$ cat config.mk
export PLATFORM = sky130hd
export DESIGN_NAME = hsv_to_rgb_converter_top_flat
export DESIGN_NICKNAME = d
export VERILOG_FILES = /design/src/rtl/hsv_pkg.sv /design/src/rtl/hsv_if.sv /design/src/rtl/hsv_front.sv /design/src/rtl/hsv_queue.sv /design/src/rtl/hsv_back.sv /design/src/rtl/hsv_to_rgb_converter_top.sv /design/src/flat_wrapper.sv
export SDC_FILE = /design/constraint.sdc
export NUM_CORES = 2
export LEC_CHECK = 0
export CAP_MARGIN = 20
export CELL_PAD_IN_SITES_DETAIL_PLACEMENT = 1
export CELL_PAD_IN_SITES_GLOBAL_PLACEMENT = 2
export CORE_MARGIN = 3
export CORE_UTILIZATION = 44
export CTS_BUF_LIST = sky130_fd_sc_hd__clkbuf_8
export CTS_CLUSTER_DIAMETER = 150
export DETAILED_ROUTE_END_ITERATION = 8
export DONT_BUFFER_PORTS = 1
export PLACE_DENSITY = 0.81
export SYNTH_ARGS = -nofsm -noshare
export SYNTH_HDL_FRONTEND = slang
export SYNTH_HIERARCHICAL = 1
export SYNTH_SLANG_ARGS = --single-unit
$ cat constraint.sdc
create_clock -name clock -period 13.65 [get_ports clock]
set_clock_uncertainty 0.1 [all_clocks]
set_input_delay 1.365 -clock clock [delete_from_list [all_inputs] [get_ports clock]]
set_output_delay 1.365 -clock clock [all_outputs]
set_load 0.01 [all_outputs]
$ cat src/rtl/hsv_pkg.sv
// shared types, constants and helpers for the hsv to rgb converter
// no dependencies; compile first
package hsv_pkg;

   typedef logic [7:0] level_type;
   typedef logic [2:0] sector_type;

   localparam int unsigned HUE_BITS_DEF = 16;
   localparam int unsigned QUEUE_DEPTH  = 2;
   localparam int unsigned BACK_STAGES  = 4;
   // front register + queue + back stages
   localparam int unsigned PIPE_CAPACITY = 1 + QUEUE_DEPTH + BACK_STAGES;

   localparam level_type LEVEL_MAX = 8'hFF;

   localparam sector_type SECTOR_RED_RISE_GREEN = 3'd0;
   localparam sector_type SECTOR_FALL_RED       = 3'd1;
   localparam sector_type SECTOR_RISE_BLUE      = 3'd2;
   localparam sector_type SECTOR_FALL_GREEN     = 3'd3;
   localparam sector_type SECTOR_RISE_RED       = 3'd4;

   // floor(y / 255) for y below 65280
   function automatic level_type div_by_255(input logic [15:0] y);
      logic [16:0] sum;
      sum = {1'b0, y} + 17'd1 + {9'd0, y[15:8]};
      return sum[15:8];
   endfunction

endpackage

$ cat src/rtl/hsv_if.sv
// valid/ready channel interfaces for hsv pixels in and rgb pixels out
// depends on hsv_pkg
interface hsv_req_if #(
   parameter int unsigned HUE_BITS = hsv_pkg::HUE_BITS_DEF
);
   import hsv_pkg::*;

   logic                valid;
   logic                ready;
   logic [HUE_BITS-1:0] hue;
   level_type           saturation;
   level_type           brightness;

   modport source (output valid, hue, saturation, brightness, input ready);
   modport sink   (input valid, hue, saturation, brightness, output ready);
endinterface

interface hsv_rsp_if;
   import hsv_pkg::*;

   logic      valid;
   logic      ready;
   level_type red;
   level_type green;
   level_type blue;

   modport source (output valid, red, green, blue, input ready);
   modport sink   (input valid, red, green, blue, output ready);
endinterface

$ cat src/rtl/hsv_front.sv
// front end: accepts a pixel, splits hue into sector and fraction, flags gray
// depends on hsv_pkg and hsv_req_if
module hsv_front #(
   parameter int unsigned HUE_BITS = hsv_pkg::HUE_BITS_DEF,
   parameter int unsigned DATA_W   = HUE_BITS + 20
) (
   input  logic              clock,
   input  logic              reset,
   hsv_req_if.sink           req_chan,
   output logic              push_valid,
   input  logic              push_ready,
   output logic [DATA_W-1:0] push_data
);
   import hsv_pkg::*;

   logic                valid_ff, valid_in;
   logic                gray_ff, gray_in;
   sector_type          sector_ff, sector_in;
   logic [HUE_BITS-1:0] frac_ff, frac_in;
   level_type           sat_ff, bri_ff;
   logic [HUE_BITS+2:0] hue_x6;
   logic                take;

   assign req_chan.ready = !valid_ff || push_ready;
   assign take           = req_chan.valid && req_chan.ready;

   always_comb begin
      hue_x6    = ({3'b000, req_chan.hue} << 2) + ({3'b000, req_chan.hue} << 1);
      sector_in = hue_x6[HUE_BITS+2:HUE_BITS];
      frac_in   = hue_x6[HUE_BITS-1:0];
      gray_in   = (req_chan.saturation == '0);
      if (take) begin
         valid_in = 1'b1;
      end else if (push_ready) begin
         valid_in = 1'b0;
      end else begin
         valid_in = valid_ff;
      end
   end

   always_ff @(posedge clock) begin
      if (reset) begin
         valid_ff <= 1'b0;
      end else begin
         valid_ff <= valid_in;
      end
      if (take) begin
         gray_ff   <= gray_in;
         sector_ff <= sector_in;
         frac_ff   <= frac_in;
         sat_ff    <= req_chan.saturation;
         bri_ff    <= req_chan.brightness;
      end
   end

   assign push_valid = valid_ff;
   assign push_data  = {gray_ff, sector_ff, frac_ff, sat_ff, bri_ff};

endmodule

$ cat src/rtl/hsv_queue.sv
// short fifo between the front end and the arithmetic back end
// depends on hsv_pkg
module hsv_queue #(
   parameter int unsigned DATA_W = 36,
   parameter int unsigned DEPTH  = hsv_pkg::QUEUE_DEPTH
) (
   input  logic              clock,
   input  logic              reset,
   input  logic              in_valid,
   output logic              in_ready,
   input  logic [DATA_W-1:0] in_data,
   output logic              out_valid,
   input  logic              out_ready,
   output logic [DATA_W-1:0] out_data
);
   import hsv_pkg::*;

   localparam int unsigned PTR_W = (DEPTH > 1) ? $clog2(DEPTH) : 1;
   localparam int unsigned CNT_W = $clog2(DEPTH + 1);

   logic [DATA_W-1:0] slot_ff [DEPTH];
   logic [PTR_W-1:0]  wr_ptr_ff, wr_ptr_in;
   logic [PTR_W-1:0]  rd_ptr_ff, rd_ptr_in;
   logic [CNT_W-1:0]  count_ff, count_in;
   logic              push, pop;

   assign in_ready  = (count_ff != CNT_W'(DEPTH));
   assign out_valid = (count_ff != '0);
   assign push      = in_valid && in_ready;
   assign pop       = out_valid && out_ready;
   assign out_data  = slot_ff[rd_ptr_ff];

   always_comb begin
      wr_ptr_in = wr_ptr_ff;
      rd_ptr_in = rd_ptr_ff;
      count_in  = count_ff;
      if (push) begin
         wr_ptr_in = (wr_ptr_ff == PTR_W'(DEPTH - 1)) ? '0 : wr_ptr_ff + 1'b1;
      end
      if (pop) begin
         rd_ptr_in = (rd_ptr_ff == PTR_W'(DEPTH - 1)) ? '0 : rd_ptr_ff + 1'b1;
      end
      if (push && !pop) begin
         count_in = count_ff + 1'b1;
      end else if (pop && !push) begin
         count_in = count_ff - 1'b1;
      end
   end

   always_ff @(posedge clock) begin
      if (reset) begin
         wr_ptr_ff <= '0;
         rd_ptr_ff <= '0;
         count_ff  <= '0;
      end else begin
         wr_ptr_ff <= wr_ptr_in;
         rd_ptr_ff <= rd_ptr_in;
         count_ff  <= count_in;
      end
      if (push) begin
         slot_ff[wr_ptr_ff] <= in_data;
      end
   end

endmodule

$ cat src/rtl/hsv_back.sv
// back end: four-stage pipeline forming p, q, t and routing them by sector
// depends on hsv_pkg and hsv_rsp_if
module hsv_back #(
   parameter int unsigned HUE_BITS = hsv_pkg::HUE_BITS_DEF,
   parameter int unsigned DATA_W   = HUE_BITS + 20
) (
   input  logic              clock,
   input  logic              reset,
   input  logic              pop_valid,
   output logic              pop_ready,
   input  logic [DATA_W-1:0] pop_data,
   hsv_rsp_if.source         rsp_chan
);
   import hsv_pkg::*;

   localparam int unsigned PW = HUE_BITS + 8;
   localparam logic [PW-1:0] FULL_SCALE = {LEVEL_MAX, {HUE_BITS{1'b0}}};
   localparam logic [HUE_BITS:0] ONE_TURN = {1'b1, {HUE_BITS{1'b0}}};

   logic advance;

   // unpacked queue item
   logic                u_gray;
   sector_type          u_sector;
   logic [HUE_BITS-1:0] u_frac;
   level_type           u_sat, u_bri;

   // stage 1: saturation products
   logic          s1_valid_ff;
   logic          s1_gray_ff;
   sector_type    s1_sector_ff;
   level_type     s1_bri_ff;
   logic [PW-1:0] s1_sf_ff, s1_sf_in;
   logic [PW-1:0] s1_sg_ff, s1_sg_in;
   logic [15:0]   s1_pm_ff, s1_pm_in;
   logic [PW:0]   sg_wide;
   logic [HUE_BITS:0] frac_rest;

   // stage 2: one minus s*f and one minus s*(1-f)
   logic          s2_valid_ff;
   logic          s2_gray_ff;
   sector_type    s2_sector_ff;
   level_type     s2_bri_ff;
   logic [PW-1:0] s2_dq_ff, s2_dq_in;
   logic [PW-1:0] s2_dt_ff, s2_dt_in;
   logic [15:0]   s2_pm_ff;

   // stage 3: scale by brightness
   logic          s3_valid_ff;
   logic          s3_gray_ff;
   sector_type    s3_sector_ff;
   level_type     s3_bri_ff;
   logic [PW+7:0] s3_mq_ff, s3_mq_in;
   logic [PW+7:0] s3_mt_ff, s3_mt_in;
   logic [15:0]   s3_pm_ff;

   // stage 4: divide by 255, route to channels
   logic      s4_valid_ff;
   level_type red_ff, red_in;
   level_type green_ff, green_in;
   level_type blue_ff, blue_in;
   level_type p_lvl, q_lvl, t_lvl;

   assign advance   = !s4_valid_ff || rsp_chan.ready;
   assign pop_ready = advance;

   assign {u_gray, u_sector, u_frac, u_sat, u_bri} = pop_data;

   always_comb begin
      frac_rest = ONE_TURN - {1'b0, u_frac};
      s1_sf_in  = u_sat * u_frac;
      sg_wide   = u_sat * frac_rest;
      s1_sg_in  = sg_wide[PW-1:0];
      s1_pm_in  = u_bri * (LEVEL_MAX - u_sat);

      s2_dq_in = FULL_SCALE - s1_sf_ff;
      s2_dt_in = FULL_SCALE - s1_sg_ff;

      s3_mq_in = s2_bri_ff * s2_dq_ff;
      s3_mt_in = s2_bri_ff * s2_dt_ff;

      p_lvl = div_by_255(s3_pm_ff);
      q_lvl = div_by_255(s3_mq_ff[PW+7:HUE_BITS]);
      t_lvl = div_by_255(s3_mt_ff[PW+7:HUE_BITS]);

      if (s3_gray_ff) begin
         red_in   = s3_bri_ff;
         green_in = s3_bri_ff;
         blue_in  = s3_bri_ff;
      end else begin
         case (s3_sector_ff)
            SECTOR_RED_RISE_GREEN: begin
               red_in = s3_bri_ff; green_in = t_lvl;     blue_in = p_lvl;
            end
            SECTOR_FALL_RED: begin
               red_in = q_lvl;     green_in = s3_bri_ff; blue_in = p_lvl;
            end
            SECTOR_RISE_BLUE: begin
               red_in = p_lvl;     green_in = s3_bri_ff; blue_in = t_lvl;
            end
            SECTOR_FALL_GREEN: begin
               red_in = p_lvl;     green_in = q_lvl;     blue_in = s3_bri_ff;
            end
            SECTOR_RISE_RED: begin
               red_in = t_lvl;     green_in = p_lvl;     blue_in = s3_bri_ff;
            end
            default: begin
               red_in = s3_bri_ff; green_in = p_lvl;     blue_in = q_lvl;
            end
         endcase
      end
   end

   always_ff @(posedge clock) begin
      if (reset) begin
         s1_valid_ff <= 1'b0;
         s2_valid_ff <= 1'b0;
         s3_valid_ff <= 1'b0;
         s4_valid_ff <= 1'b0;
      end else if (advance) begin
         s1_valid_ff <= pop_valid;
         s2_valid_ff <= s1_valid_ff;
         s3_valid_ff <= s2_valid_ff;
         s4_valid_ff <= s3_valid_ff;
      end
      if (advance) begin
         s1_gray_ff   <= u_gray;
         s1_sector_ff <= u_sector;
         s1_bri_ff    <= u_bri;
         s1_sf_ff     <= s1_sf_in;
         s1_sg_ff     <= s1_sg_in;
         s1_pm_ff     <= s1_pm_in;

         s2_gray_ff   <= s1_gray_ff;
         s2_sector_ff <= s1_sector_ff;
         s2_bri_ff    <= s1_bri_ff;
         s2_dq_ff     <= s2_dq_in;
         s2_dt_ff     <= s2_dt_in;
         s2_pm_ff     <= s1_pm_ff;

         s3_gray_ff   <= s2_gray_ff;
         s3_sector_ff <= s2_sector_ff;
         s3_bri_ff    <= s2_bri_ff;
         s3_mq_ff     <= s3_mq_in;
         s3_mt_ff     <= s3_mt_in;
         s3_pm_ff     <= s2_pm_ff;

         red_ff   <= red_in;
         green_ff <= green_in;
         blue_ff  <= blue_in;
      end
   end

   assign rsp_chan.valid = s4_valid_ff;
   assign rsp_chan.red   = red_ff;
   assign rsp_chan.green = green_ff;
   assign rsp_chan.blue  = blue_ff;

endmodule

$ cat src/rtl/hsv_to_rgb_converter_top.sv
// top level of the hsv to rgb pixel converter
// depends on hsv_pkg, hsv_if, hsv_front, hsv_queue, hsv_back
//
//   channel   direction  payload                          handshake
//   req_chan  in         hue, saturation, brightness      valid / ready
//   rsp_chan  out        red, green, blue                 valid / ready
//
// one pixel per clock sustained while the output is not stalled; a transfer on
// req_chan passes through the front register, a queue slot, three arithmetic
// stages and the output register before it shows up on rsp_chan
// synchronous reset clears the valid flags, queue pointers and queue count only
// an output stall freezes the back pipeline; the two-entry queue and front
// register keep taking transfers until they fill, then req_chan.ready drops
module hsv_to_rgb_converter_top #(
   parameter int unsigned HUE_BITS = hsv_pkg::HUE_BITS_DEF
) (
   input  logic     clock,
   input  logic     reset,
   hsv_req_if.sink  req_chan,
   hsv_rsp_if.source rsp_chan
);
   import hsv_pkg::*;

   // queue item: gray flag, sector, hue fraction, saturation, brightness
   localparam int unsigned DATA_W = 1 + $bits(sector_type) + HUE_BITS + 2 * $bits(level_type);

   // front to queue
   logic              push_valid;
   logic              push_ready;
   logic [DATA_W-1:0] push_data;

   // queue to back
   logic              pop_valid;
   logic              pop_ready;
   logic [DATA_W-1:0] pop_data;

   // classify: sector, fraction, zero-saturation flag
   hsv_front #(
      .HUE_BITS (HUE_BITS),
      .DATA_W   (DATA_W)
   ) u_front (
      .clock      (clock),
      .reset      (reset),
      .req_chan   (req_chan),
      .push_valid (push_valid),
      .push_ready (push_ready),
      .push_data  (push_data)
   );

   // decouples the front end from output stalls
   hsv_queue #(
      .DATA_W (DATA_W),
      .DEPTH  (QUEUE_DEPTH)
   ) u_queue (
      .clock     (clock),
      .reset     (reset),
      .in_valid  (push_valid),
      .in_ready  (push_ready),
      .in_data   (push_data),
      .out_valid (pop_valid),
      .out_ready (pop_ready),
      .out_data  (pop_data)
   );

   // arithmetic: p, q, t and channel routing
   hsv_back #(
      .HUE_BITS (HUE_BITS),
      .DATA_W   (DATA_W)
   ) u_back (
      .clock     (clock),
      .reset     (reset),
      .pop_valid (pop_valid),
      .pop_ready (pop_ready),
      .pop_data  (pop_data),
      .rsp_chan  (rsp_chan)
   );

endmodule

$ cat src/flat_wrapper.sv
// flat-port wrapper written by rule: the top's interface ports become plain ports
module hsv_to_rgb_converter_top_flat import hsv_pkg::*;
#(
   parameter int unsigned HUE_BITS = hsv_pkg::HUE_BITS_DEF
)
  (clock, reset, req_chan_valid, req_chan_hue, req_chan_saturation, req_chan_brightness, req_chan_ready, rsp_chan_valid, rsp_chan_red, rsp_chan_green, rsp_chan_blue, rsp_chan_ready);
  hsv_req_if #(.HUE_BITS(HUE_BITS)) req_chan_i ();
  hsv_rsp_if rsp_chan_i ();
  input  logic clock;
  input  logic reset;
  input wire logic [$bits(req_chan_i.valid)-1:0] req_chan_valid;
  input wire logic [$bits(req_chan_i.hue)-1:0] req_chan_hue;
  input wire logic [$bits(req_chan_i.saturation)-1:0] req_chan_saturation;
  input wire logic [$bits(req_chan_i.brightness)-1:0] req_chan_brightness;
  output wire logic [$bits(req_chan_i.ready)-1:0] req_chan_ready;
  output wire logic [$bits(rsp_chan_i.valid)-1:0] rsp_chan_valid;
  output wire logic [$bits(rsp_chan_i.red)-1:0] rsp_chan_red;
  output wire logic [$bits(rsp_chan_i.green)-1:0] rsp_chan_green;
  output wire logic [$bits(rsp_chan_i.blue)-1:0] rsp_chan_blue;
  input wire logic [$bits(rsp_chan_i.ready)-1:0] rsp_chan_ready;
  assign req_chan_i.valid = req_chan_valid;
  assign req_chan_i.hue = req_chan_hue;
  assign req_chan_i.saturation = req_chan_saturation;
  assign req_chan_i.brightness = req_chan_brightness;
  assign req_chan_ready = req_chan_i.ready;
  assign rsp_chan_valid = rsp_chan_i.valid;
  assign rsp_chan_red = rsp_chan_i.red;
  assign rsp_chan_green = rsp_chan_i.green;
  assign rsp_chan_blue = rsp_chan_i.blue;
  assign rsp_chan_i.ready = rsp_chan_ready;
  hsv_to_rgb_converter_top #(.HUE_BITS(HUE_BITS)) u_core (.clock(clock), .reset(reset), .req_chan(req_chan_i), .rsp_chan(rsp_chan_i));
endmodule
==> run_results.csv <==
group,metric,value,unit
sta,final-max-slew-violation-count,0,
clock_network,cts-buffers-inserted,61,
sta,finalHoldViolations,0,
clock_network,cts_tree,"built",
critical_path,worst-path-max-fanout,36,
status,outcome,"finished clean",
clock_network,post-cts-setup-buffer-count,0,
clock_network,insertion_delay,0.69,ns
yosys,yosysUniqueCellTypes,86,
die,fp.dieW,291,µm
sta,grt_setup_unrepaired,"no",
global_routing,grt_pass1_wl,142000,µm
sta,worst_slew_margin_rel,32.2,%
placed_design,portBuffers,0,
final_layout,nNetsFinal,4160,
critical_path,worst-endpoint-arrival,7.79,ns
global_routing,gr-usage-all-layers,20.6,%
clock_network,clock_tree.htree_level_count,2,
detailed_routing,routed_via_density,5.27,
detailed_routing,antenna_left,0,
detailed_routing,route.final.wire_length,86400,µm
final_layout,finalCoreUtilization,47.8,%
critical_path,worstSetupStartpointType,"flip-flop",
detailed_routing,topRoutingLayerUsed,"met5",
clock_network,path_clk_slew,0.06,ns
die,fp.coreArea,79800,µm²
min_path,worst_hold_path_type,"reg -> reg",
sta,final.min_clock_period,7.49,ns
sta,final.hold.worst_slack,0.315,ns
die,design.die.area,84800,µm²
detailed_routing,dr.first_iter.drc_count,998,
detailed_routing,avgRoutedWirePerCell,19.2,µm
detailed_routing,met1Wirelength,37800,µm
global_routing,grt_overflow_total,0,
die,floorplan.initialDensity,44.9,%
critical_path,critical_path.cell_chain,"buf_4 -> mux2_2 -> or4_1 -> nor2_1 -> nand2_1 -> nor4_1 -> xnor2_1 -> and2_1 -> fa_1 -> fa_1 -> fa_1 -> inv_1 -> fa_1 -> inv_1 -> ha_1 -> a21o_1 -> a21o_1 -> a2111oi_0 -> o211ai_1 -> a31o_2 -> a21oi_1 -> xnor2_1",
critical_path,critPathRequiredTime,13.95,ns
detailed_routing,met2_wirelength,44500,µm
sta,tightestPinTransition,1.01,ns
placed_design,gpl.final_weighted_congestion,0.816,
critical_path,critPathSlowestCell,"or4_1",
yosys,synth_fp_nets,4192,
yosys,syn_inst,3418,
clock_network,cts-root-buf,"clkbuf_8",
placed_design,dp_hpwl,66300,µm
detailed_routing,wl_met3,2420,µm
critical_path,critical_path.max_stage_delay,0.58,ns
yosys,synthesis_warnings,6,
yosys,yosys_most_used_dff,"edfxtp_1",
detailed_routing,detail_route.drc_violations,0,
clock_network,post_cts.resized_instances,0,
final_layout,area.growth.synth_to_final,6.51,%
critical_path,end_kind,"flip-flop",
clock_network,cts.path.max_buffers,3,
critical_path,critical_path_class,"reg -> reg",
sta,setup_viol,0,
die,die_span_y,291,µm
yosys,postSynthRegisterBits,351,
yosys,sequential_share_of_the_synthesized_area,29.2,%
yosys,ys_async_sr_fraction,0,%
yosys,synth_area,35800,µm²
detailed_routing,routed-via-count,23700,
clock_network,cts_num_sinks,351,
die,std_cell_rows,103,
critical_path,crit_top_cell,"fa_1",
yosys,postSynthAreaPerCell,10.5,µm²
detailed_routing,first_pass_iters,9,
die,top_level_ports,62,
sta,fin_crit_sh,54.9,%
run,drv_cap,0,
global_routing,antenna_violations_before_repair,2,
final_layout,drive_above_1_share,5.32,%
sta,fin_setup_tns,0,ns
global_routing,number_of_global_route_vias_before_repair,27200,
yosys,synth_enable_flop_cells,341,
global_routing,grt_start_max_net_pins,86,
sta,maxClockFrequency,134,MHz
clock_network,cts.hold.buffers_added,0,
state kept, by name, indices dropped and copies added (netlist names), 23 cells and up, named ones only:
name	count
u_core/u_back/s1_sf_ff	24
u_core/u_back/s2_dq_ff	24
u_core/u_back/s1_sg_ff	23
u_core/u_queue/slot_ff	72
u_core/u_back/s2_dt_ff	23
kinds of logic (layout without fill, tap and decap cells):
family                     Yosys count  after routing  synth area share, %
and+or+nand+nor                   1111           1111                 15.9
adders and majority gates          738            738                 35.7
buffers and inverters              632            652                 6.72
AOI/OAI and AO/OA                  368            368                 6.82
DFF                                351            351                 29.2
xor gates and xnor gates           172            172                 4.23
muxes                               45             45                 1.39
other                                1              3               0.0105
metrics by stage:
step | cells | setup WS [ns] | cell area, µm²
floorplan | 3418 | 3.03 | 35800
global placement | 4372 | 6.39 | 36800
detailed placement | 4372 | 6.18 | 36800
CTS | 4487 | 6.10 | 38100
global route | 4489 | 5.59 | 38100
finish | 4490 | 6.16 | 38100
area by class of cell:
class,count,area [µm²]
Sequential cell,351,10400
Multi-Input combinational cell,2435,23000
Antenna cell,2,5.00
Tap cell,1050,1310
Fill cell,8746,41700
Timing Repair Buffer,20,163
Clock inverter,53,448
Clock buffer,62,853
Inverter,517,1940
per-layer routing:
metal  up-vias  GRT usage [%]
li1      11000              -
met1     12200           26.2
met2       309           37.7
met3       100           2.28
met4         2           4.65
met5         -              0
worst paths after layout:
path,from,endpoint,slack [ns],cells after the start
min,u_core/u_back/s1_bri_ff[1],u_core/u_back/s2_bri_ff[1],0.32,0
max,flip-flop,u_core/u_back/s1_sg_ff[21],6.16,22
max reg2reg,flip-flop,u_core/u_back/s1_sg_ff[21],6.16,22
min reg2reg,u_core/u_back/s1_bri_ff[1],u_core/u_back/s2_bri_ff[1],0.32,0
cells in the final DEF, fill, tap and decap left out, types with 9 or more instances in the layout:
cell        n
inv_1     530
fa_1      473
nand2_1   379
and2_1    346
edfxtp_1  341
ha_1      265
nor2_1    119
a21oi_1   117
xnor2_1   100
xor2_1     71
clkbuf_8   62
o21ai_0    62
nor2b_1    59
nand2b_1   42
mux2_2     38
a21o_1     36
nor3_1     35
nand3_1    33
and3_1     21
buf_4      19
clkinv_1   15
o21a_1     15
nand4_1    15
a31oi_1    13
o21bai_1   12
o211ai_1   12
clkinv_2   10
a211oi_1   10
dfxtp_1    10
a221oi_1    9
worst max-delay path, delay by kind of cell, from the launching register on:
| family | cells | cell delay (ns) |
|---|---|---|
| buffers and inverters | 3 | 0.50 |
| adders and majority gates | 5 | 2.26 |
| muxes | 1 | 0.50 |
| AOI/OAI and AO/OA | 6 | 1.49 |
| xor gates and xnor gates | 2 | 0.43 |
| DFF | 1 | 0.32 |
| and+or+nand+nor | 5 | 1.56 |
Yosys cell counts (all sizes together) (59+ instances only):
cell	count	area (µm²)
inv	517	1940
fa	473	9470
nand2	380	1430
and2	351	2200
edfxtp	341	10200
ha	265	3320
nor2	120	453
a21oi	117	586
clkbuf	102	383
xnor2	101	892
xor2	71	622
o21ai	63	319
nor2b	59	369
Power is left out: the tool's default activity adds up to more than one toggle a clock period on the data nets, which glitch-free logic cannot reach.
